File: src/rtl/mpvpr_pkg.sv
// Package for the mains peak voltage protection relay.
// Holds the field widths, fixed limits, register codes and reset values.
// No dependencies.
package mpvpr_pkg;

    // Field widths
    localparam int SAMPLE_W    = 10;
    localparam int VOLT_W      = 10;
    localparam int UPPER_W     = 9;
    localparam int LOWER_W     = 8;
    localparam int DELAY_W     = 10;
    localparam int SCALE_W     = 10;
    localparam int COUNT_W     = 8;
    localparam int DROPOUT_W   = 7;
    localparam int CFG_INDEX_W = 2;
    localparam int CFG_DATA_W  = 10;
    localparam int PROD_W      = SAMPLE_W + SCALE_W;

    // Parameter defaults
    localparam int ADC_BITS_DEFAULT         = 10;
    localparam int TICKS_PER_SECOND_DEFAULT = 92;

    // Waveform tracking limits
    localparam logic [SAMPLE_W-1:0] NOISE_LEVEL  = 10'd5;
    localparam logic [COUNT_W-1:0]  MIN_POSITIVE = 8'd5;
    localparam logic [COUNT_W-1:0]  HALFWAVE_END = 8'd20;
    localparam logic [COUNT_W-1:0]  FAULT_COUNT  = 8'd200;

    // Protection limits
    localparam logic [VOLT_W-1:0]    FAST_LIMIT    = 10'd120;
    localparam logic [VOLT_W-1:0]    VOLT_MAX      = 10'd1023;
    localparam logic [DROPOUT_W-1:0] DROPOUT_TICKS = 7'd100;

    // Divide by 1000 as multiply by ceil(2^30 / 1000), exact below 2^20
    localparam int                 RECIP_W     = 21;
    localparam int                 RECIP_SHIFT = 30;
    localparam logic [RECIP_W-1:0] RECIP_1000  = 21'd1073742;
    localparam int                 QUOT_W      = PROD_W + RECIP_W - RECIP_SHIFT;

    // Register reset values
    localparam logic [UPPER_W-1:0] UPPER_RESET = 9'd250;
    localparam logic [LOWER_W-1:0] LOWER_RESET = 8'd170;
    localparam logic [DELAY_W-1:0] DELAY_RESET = 10'd30;
    localparam logic [SCALE_W-1:0] SCALE_RESET = 10'd500;

    // Item kinds
    typedef enum logic {
        CMD_SAMPLE = 1'b0,
        CMD_TICK   = 1'b1
    } t_command;

    // Register indexes
    typedef enum logic [CFG_INDEX_W-1:0] {
        CFG_UPPER = 2'd0,
        CFG_LOWER = 2'd1,
        CFG_DELAY = 2'd2,
        CFG_SCALE = 2'd3
    } t_cfg_index;

endpackage

File: src/rtl/mains_peak_voltage_protection_relay.sv
// Mains peak voltage protection relay, top level.
// Uses mpvpr_pkg for widths, limits and register codes.
//
// Usage
//   Input channel (i_in_valid / o_in_stall) carries one item per transfer:
//   i_command selects an ADC sample (i_adc_sample used) or a timer tick.
//   Every item gives exactly one result on the output channel
//   (o_out_valid / i_out_stall): relay state, line voltage, restart seconds
//   left, and a flag set when a sample closed a half-wave or found a fault.
//   Registers are written over i_cfg_valid / o_cfg_ready, index 0..3 being
//   upper threshold, lower threshold, restart delay and scale factor; the
//   port is always ready. Write only while no item is in flight.
// Timing
//   A result passes the product register between the scaling multiply
//   (peak times scale factor) and the reciprocal multiply that divides
//   by 1000, then the result register. One item is taken every cycle
//   while o_in_stall is low.
// Reset and stall
//   Synchronous active-low reset empties both stages, restores register
//   defaults and loads the restart timer with 30 s. A stalled result holds;
//   the stage before it keeps filling, and o_in_stall rises only once both
//   stages hold items.
module mains_peak_voltage_protection_relay #(
    parameter int ADC_BITS         = mpvpr_pkg::ADC_BITS_DEFAULT,
    parameter int TICKS_PER_SECOND = mpvpr_pkg::TICKS_PER_SECOND_DEFAULT
) (
    input  logic                                i_clk,
    input  logic                                i_rst_n,
    // input items
    input  logic                                i_in_valid,
    output logic                                o_in_stall,
    input  logic                                i_command,
    input  logic [mpvpr_pkg::SAMPLE_W-1:0]      i_adc_sample,
    // result items
    output logic                                o_out_valid,
    input  logic                                i_out_stall,
    output logic                                o_relay_on,
    output logic [mpvpr_pkg::VOLT_W-1:0]        o_line_voltage,
    output logic [mpvpr_pkg::DELAY_W-1:0]       o_restart_remaining,
    output logic                                o_measurement_done,
    // register writes
    input  logic                                i_cfg_valid,
    output logic                                o_cfg_ready,
    input  logic [mpvpr_pkg::CFG_INDEX_W-1:0]   i_cfg_index,
    input  logic [mpvpr_pkg::CFG_DATA_W-1:0]    i_cfg_data
);

    localparam int SW     = mpvpr_pkg::SAMPLE_W;
    localparam int PRE_W  = $clog2(TICKS_PER_SECOND);
    localparam logic [SW-1:0] SAMPLE_MASK =
        (ADC_BITS >= SW) ? {SW{1'b1}} : SW'((1 << ADC_BITS) - 1);
    localparam logic [PRE_W-1:0] PRE_LAST = PRE_W'(TICKS_PER_SECOND - 1);

    // Configuration registers
    logic [mpvpr_pkg::UPPER_W-1:0] r_upper;
    logic [mpvpr_pkg::LOWER_W-1:0] r_lower;
    logic [mpvpr_pkg::DELAY_W-1:0] r_delay;
    logic [mpvpr_pkg::SCALE_W-1:0] r_scale;

    // Waveform state (first stage)
    logic [SW-1:0]                 r_peak, n_peak;
    logic [mpvpr_pkg::COUNT_W-1:0] r_pos, n_pos;
    logic [mpvpr_pkg::COUNT_W-1:0] r_low, n_low;
    logic [SW-1:0]                 r_latched, n_latched;
    logic                          r_pending, n_pending;

    // First stage pipeline register
    logic                          r_a_valid;
    logic                          r_a_cmd;
    logic                          r_a_done, n_a_done;
    logic                          r_a_load, n_a_load;
    logic [mpvpr_pkg::PROD_W-1:0]  r_a_prod, n_a_prod;

    // Protection state (second stage)
    logic [mpvpr_pkg::VOLT_W-1:0]    r_volt, n_volt;
    logic [mpvpr_pkg::DELAY_W-1:0]   r_restart, n_restart;
    logic [mpvpr_pkg::DROPOUT_W-1:0] r_drop, n_drop;
    logic [PRE_W-1:0]                r_pre, n_pre;

    // Result register
    logic                          r_o_valid;
    logic                          r_o_relay;
    logic [mpvpr_pkg::VOLT_W-1:0]  r_o_volt;
    logic [mpvpr_pkg::DELAY_W-1:0] r_o_restart;
    logic                          r_o_done;

    // Stage enables
    logic en_out, en_a, a_fire, b_fire;
    logic [SW-1:0] sample;
    logic [mpvpr_pkg::COUNT_W-1:0] pos_inc, low_inc;
    logic [mpvpr_pkg::PROD_W+mpvpr_pkg::RECIP_W-1:0] quot_wide;
    logic [mpvpr_pkg::QUOT_W-1:0] quot;
    logic [mpvpr_pkg::VOLT_W-1:0] volt_now;
    logic mild_under;

    assign en_out = !r_o_valid || !i_out_stall;
    assign en_a   = !r_a_valid || en_out;
    assign a_fire = i_in_valid && en_a;
    assign b_fire = r_a_valid && en_out;

    assign o_in_stall  = !en_a;
    assign o_cfg_ready = 1'b1;

    // Track the half-wave and capture the scaled peak on a tick
    assign sample  = i_adc_sample & SAMPLE_MASK;
    assign pos_inc = r_pos + 1'b1;
    assign low_inc = r_low + 1'b1;

    always_comb begin
        n_peak    = r_peak;
        n_pos     = r_pos;
        n_low     = r_low;
        n_latched = r_latched;
        n_pending = r_pending;
        n_a_done  = 1'b0;
        n_a_load  = 1'b0;
        n_a_prod  = '0;
        if (a_fire) begin
            if (mpvpr_pkg::t_command'(i_command) == mpvpr_pkg::CMD_SAMPLE) begin
                if (sample > mpvpr_pkg::NOISE_LEVEL) begin
                    if (sample > r_peak) begin
                        n_peak = sample;
                    end
                    n_pos = pos_inc;
                    n_low = '0;
                    if (pos_inc > mpvpr_pkg::FAULT_COUNT) begin
                        n_a_done = 1'b1;
                        n_latched = '0;
                    end
                end else begin
                    n_low = low_inc;
                    if (low_inc > mpvpr_pkg::HALFWAVE_END &&
                        r_pos > mpvpr_pkg::MIN_POSITIVE) begin
                        n_a_done  = 1'b1;
                        n_latched = r_peak;
                    end
                    if (low_inc > mpvpr_pkg::FAULT_COUNT) begin
                        n_a_done  = 1'b1;
                        n_latched = '0;
                    end
                end
                // closing a half-wave or a fault restarts tracking
                if (n_a_done) begin
                    n_peak    = '0;
                    n_pos     = '0;
                    n_low     = '0;
                    n_pending = 1'b1;
                end
            end else if (r_pending) begin
                n_pending = 1'b0;
                n_a_load  = 1'b1;
                n_a_prod  = r_latched * r_scale;
            end
        end
    end

    // Divide by 1000 and saturate
    assign quot_wide = {{mpvpr_pkg::RECIP_W{1'b0}}, r_a_prod} *
                       {{mpvpr_pkg::PROD_W{1'b0}}, mpvpr_pkg::RECIP_1000};
    assign quot      = quot_wide[mpvpr_pkg::PROD_W+mpvpr_pkg::RECIP_W-1:
                                 mpvpr_pkg::RECIP_SHIFT];

    always_comb begin
        volt_now = r_volt;
        if (r_a_load) begin
            volt_now = (quot > mpvpr_pkg::QUOT_W'(mpvpr_pkg::VOLT_MAX)) ?
                       mpvpr_pkg::VOLT_MAX : quot[mpvpr_pkg::VOLT_W-1:0];
        end
    end

    assign mild_under = (volt_now < mpvpr_pkg::VOLT_W'(r_lower)) &&
                        (volt_now >= mpvpr_pkg::FAST_LIMIT);

    // Run the protection timers on a tick
    always_comb begin
        n_volt    = r_volt;
        n_restart = r_restart;
        n_drop    = r_drop;
        n_pre     = r_pre;
        if (b_fire && mpvpr_pkg::t_command'(r_a_cmd) == mpvpr_pkg::CMD_TICK) begin
            n_volt = volt_now;
            if (volt_now > mpvpr_pkg::VOLT_W'(r_upper) ||
                (volt_now < mpvpr_pkg::VOLT_W'(r_lower) &&
                 volt_now < mpvpr_pkg::FAST_LIMIT)) begin
                n_restart = r_delay;
            end
            if (mild_under) begin
                if (n_restart != '0) begin
                    n_drop = '0;
                end
                if (n_drop != '0) begin
                    n_drop = n_drop - 1'b1;
                end
            end else begin
                n_drop = mpvpr_pkg::DROPOUT_TICKS;
            end
            if (n_drop == '0) begin
                n_restart = r_delay;
            end
            if (r_pre >= PRE_LAST) begin
                n_pre = '0;
                if (n_restart != '0) begin
                    n_restart = n_restart - 1'b1;
                end
            end else begin
                n_pre = r_pre + 1'b1;
            end
        end
    end

    // Registers with reset
    always_ff @(posedge i_clk) begin
        if (!i_rst_n) begin
            r_upper   <= mpvpr_pkg::UPPER_RESET;
            r_lower   <= mpvpr_pkg::LOWER_RESET;
            r_delay   <= mpvpr_pkg::DELAY_RESET;
            r_scale   <= mpvpr_pkg::SCALE_RESET;
            r_peak    <= '0;
            r_pos     <= '0;
            r_low     <= '0;
            r_latched <= '0;
            r_pending <= 1'b0;
            r_a_valid <= 1'b0;
            r_volt    <= '0;
            r_restart <= mpvpr_pkg::DELAY_RESET;
            r_drop    <= '0;
            r_pre     <= '0;
            r_o_valid <= 1'b0;
        end else begin
            // take register writes
            if (i_cfg_valid) begin
                unique case (mpvpr_pkg::t_cfg_index'(i_cfg_index))
                    mpvpr_pkg::CFG_UPPER: r_upper <= i_cfg_data[mpvpr_pkg::UPPER_W-1:0];
                    mpvpr_pkg::CFG_LOWER: r_lower <= i_cfg_data[mpvpr_pkg::LOWER_W-1:0];
                    mpvpr_pkg::CFG_DELAY: r_delay <= i_cfg_data[mpvpr_pkg::DELAY_W-1:0];
                    mpvpr_pkg::CFG_SCALE: r_scale <= i_cfg_data[mpvpr_pkg::SCALE_W-1:0];
                    default: ;
                endcase
            end
            r_peak    <= n_peak;
            r_pos     <= n_pos;
            r_low     <= n_low;
            r_latched <= n_latched;
            r_pending <= n_pending;
            r_volt    <= n_volt;
            r_restart <= n_restart;
            r_drop    <= n_drop;
            r_pre     <= n_pre;
            if (en_a) begin
                r_a_valid <= i_in_valid;
            end
            if (en_out) begin
                r_o_valid <= r_a_valid;
            end
        end
    end

    // Payload registers: advance only with their stage
    always_ff @(posedge i_clk) begin
        if (a_fire) begin
            r_a_cmd  <= i_command;
            r_a_done <= n_a_done;
            r_a_load <= n_a_load;
            r_a_prod <= n_a_prod;
        end
        if (b_fire) begin
            r_o_relay   <= (n_restart == '0);
            r_o_volt    <= n_volt;
            r_o_restart <= n_restart;
            r_o_done    <= r_a_done;
        end
    end

    assign o_out_valid         = r_o_valid;
    assign o_relay_on          = r_o_relay;
    assign o_line_voltage      = r_o_volt;
    assign o_restart_remaining = r_o_restart;
    assign o_measurement_done  = r_o_done;

endmodule

File: config.mk
export PLATFORM = sky130hd
export DESIGN_NAME = mains_peak_voltage_protection_relay
export DESIGN_NICKNAME = d
export VERILOG_FILES = /design/src/rtl/mpvpr_pkg.sv /design/src/rtl/mains_peak_voltage_protection_relay.sv
export SDC_FILE = /design/constraint.sdc
export NUM_CORES = 1
export LEC_CHECK = 0
export ABC_AREA = 1
export BUFFER_PORTS_ARGS = -buffer_cell sky130_fd_sc_hd__buf_2
export CELL_PAD_IN_SITES_DETAIL_PLACEMENT = 1
export CELL_PAD_IN_SITES_GLOBAL_PLACEMENT = 1
export CORE_ASPECT_RATIO = 0.9
export CORE_UTILIZATION = 28
export CTS_CLUSTER_SIZE = 25
export DETAILED_ROUTE_END_ITERATION = 12
export GPL_TIMING_DRIVEN = 0
export PLACE_DENSITY = 0.63
export SYNTH_ARGS = -nofsm -noshare
export SYNTH_HDL_FRONTEND = slang
export SYNTH_SLANG_ARGS = --single-unit
File: constraint.sdc
create_clock -name i_clk -period 22.9 [get_ports i_clk]
set_input_delay 3.435 -clock i_clk [delete_from_list [all_inputs] [get_ports i_clk]]
set_output_delay 3.435 -clock i_clk [all_outputs]
set_load 0.03 [all_outputs]
==> flow_metrics.py <==
metrics = {
    "synthesis": {
        "synth_top_area_cell": "ha_1",
        "synth-edff-count": 45,
        "syn_avg_cell_area_um2": 7.50,
        "ys_seq_area_share_pct": 20.4,
        "synth-seq-cells": 155,
        "synth_warnings": 0,
        "yosys.area.top_type_share_pct": 18.7,
        "synth.most_common_cell": "nand2_1",
        "async_reset_ff_share_pct": 0,
        "synthesis.area_mm2": 0.0174,
        "yosysUniqueCellTypes": 51,
        "synth_area_leaders": "ha_1 19%, fa_1 17%, nand2_1 13%",
        "syn_nets": 2760,
        "synth_common_cells": "588 x nand2_1, 512 x inv_1, 260 x ha_1, 147 x fa_1, 143 x nor2_1",
        "ys.flop_type": "dfxtp_1",
        "syn_inst": 2325,
    },
    "placement": {
        "dp_hpwl_um": 44400,
        "globalplace.congestion": 0.882,
        "port-buffer-count": 51,
        "dpl_worst_slack_ns": 11.62,
    },
    "clock_network": {
        "cts_buffers": 17,
        "clk_latency_ns": 0.45,
        "cts_root_buffer": "clkbuf_16",
        "clk_pin_slew_ns": 0.06,
        "ctsHoldBuffers": 0,
        "htree_levels": 4,
        "cts_resized": 0,
        "cts_tree": "yes",
        "clock-sinks": 155,
        "clockBufferDepth": 2,
        "post_cts_buffers": 0,
    },
    "timing": {
        "setup_tns_ns": 0,
        "setup_violations": 0,
        "worstMarginPinSlew_ns": 1.17,
        "period_minus_slack_ns": 11.47,
        "fin_ws_ns": 11.43,
        "max_slew_margin_pct": 21.3,
        "finalHoldViolations": 0,
        "clock.fmax_ghz": 0.0872,
        "fin_skew_ns": 0.0153,
        "grt_setup_unrepaired": "false",
        "slew_violations": 0,
        "finalCritPeriodShare_pct": 50.1,
    },
    "routing": {
        "antenna_violating_nets_post_route": 0,
        "wl_um": 52100,
        "via_per_inst": 4.58,
        "route.detailed.drc": 0,
        "vias": 14900,
        "drtPass1Iterations": 4,
        "wl_per_cell_um": 16.1,
        "drt_iter0_markers": 533,
    },
    "power_and_ir_drop": {
        "power_density_mw_per_mm2": 58.3,
        "leakage_nw": 10.4,
        "peakVddDrop_mv": 0.0559,
        "power_mw": 1.13,
    },
    "global_route": {
        "grt_pass1_wl_um": 84800,
        "antenna_found_initial": 3,
        "grt_pass1_vias": 16000,
        "overflow": 0,
        "grt_max_degree": 25,
        "grt_use_total_pct": 17.0,
    },
    "final_layout": {
        "areaGrowthSynthToFinish_pct": 11.0,
        "multiInputGateArea_mm2": 0.0117,
        "antennaDiodeCount": 0,
        "drive_above_1_share_pct": 6.06,
        "num-fill-cells": 7557,
        "regArea_mm2": 0.00355,
        "final_nets": 2831,
    },
    "flow_run": {
        "max_cap_violations": 0,
    },
    "floorplanning": {
        "die_h_um": 239,
        "dieArea_mm2": 0.0633,
        "core_mm2": 0.0614,
        "rows": 86,
        "start_util_pct": 28.4,
        "chipWidth_um": 265,
        "io-pin-count": 53,
    },
    "setup_path": {
        "cp_data_required_time_ns": 23.21,
        "arrival_ns": 11.78,
        "endpoint_kind": "flip-flop",
        "crit_slowest_cell": "edfxtp_1",
        "start_kind": "flip-flop",
        "cpPeakStageDelay_ns": 0.78,
        "worstSetupPathType": "reg2reg",
        "path_common_cell": "nand2_1",
        "crit_fanout": 10,
    },
    "hold_path": {
        "hp-class": "reg2reg",
    },
    "run_status": {
        "status": "finished, final reports clean",
    },
}
## state kept, by name (all words and copies together) (netlist names), 10 cells and up
signal               flops
o_line_voltage          10
o_restart_remaining     10
r_a_prod                20
r_delay                 10
r_latched               10
r_peak                  10
r_restart               10
r_scale                 10
r_volt                  10
## per-layer routing
layer	up-vias	routed length [µm]	track usage, %
met1	7301	25600	22.8
met4	4	703	3.49
met3	47	1390	2.27
met2	142	24400	29.1
met5	-	24	0
li1	7382	-	-
## kinds of logic after synthesis
logic type,Yosys count,synth area share (%)
other,1,0.0215
buffers and inverters,575,12.5
and+or+nand+nor,922,22.5
xor gates and xnor gates,20,1.00
adders and majority gates,407,35.5
AOI/OAI and AO/OA,245,8.08
DFF,155,20.4
## path summary, 6_finish.rpt
| path | cells past startpoint | to | slack (ns) | startpoint |
|---|---|---|---|---|
| setup reg to reg | 56 | o_relay_on | 11.43 | r_a_prod[4] |
| hold / removal | 0 | o_measurement_done | 0.43 | r_a_done |
| setup / recovery | 56 | o_relay_on | 11.43 | r_a_prod[4] |
| hold reg to reg | 0 | o_measurement_done | 0.43 | r_a_done |
## through the flow
| stage | area [µm²] | hold slack, ns | std cells | utilization, % |
|---|---|---|---|---|
| 2_1_floorplan | 17400 | 0.400 | 2325 | - |
| 3_3_place_gp | 18700 | 0.403 | 3212 | 30.5 |
| 3_5_place_dp | 18800 | 0.430 | 3213 | 30.5 |
| 4_1_cts | 19400 | 0.432 | 3245 | 31.5 |
| 5_1_grt | 19400 | 0.437 | 3245 | 31.5 |
| 6_report | 19400 | 0.429 | 3245 | 31.5 |
## cell usage in the layout, fill, tap and decap left out, types with 45 or more instances in the layout
master    synthesis  routed
nor2_1          143     143
inv_1           512     512
edfxtp_1         45      45
o21ai_0          52      52
dfxtp_1         110     110
nand3_1          91      91
fa_1            147     147
nand2_1         588     588
ha_1            260     260
a21oi_1         128     127
buf_2             0      51
clkbuf_1         46      47
## cell type report
cell class / count / area share, %
Multi-Input combinational cell: 1595 / 60.5
Sequential cell: 155 / 18.4
Inverter: 523 / 10.1
Tap cell: 836 / 5.40
Clock buffer: 20 / 2.36
Timing Repair Buffer: 52 / 1.40
Buffer: 52 / 1.14
Clock inverter: 12 / 0.743
## worst max-delay path: cells and delay by family, from the launching register on
| kind | cells | cell delay, ns |
|---|---|---|
| and+or+nand+nor | 29 | 3.73 |
| AOI/OAI and AO/OA | 8 | 1.31 |
| buffers and inverters | 7 | 1.04 |
| adders and majority gates | 11 | 4.23 |
| DFF | 1 | 0.78 |
| xor gates and xnor gates | 1 | 0.16 |
## power breakdown
group	switching, mW	internal, mW	leakage, nW
Sequential	0.0102	0.292	1.34
Combinational	0.353	0.180	8.75
Clock	0.118	0.176	0.291
Power figures use the tool's default switching activity.
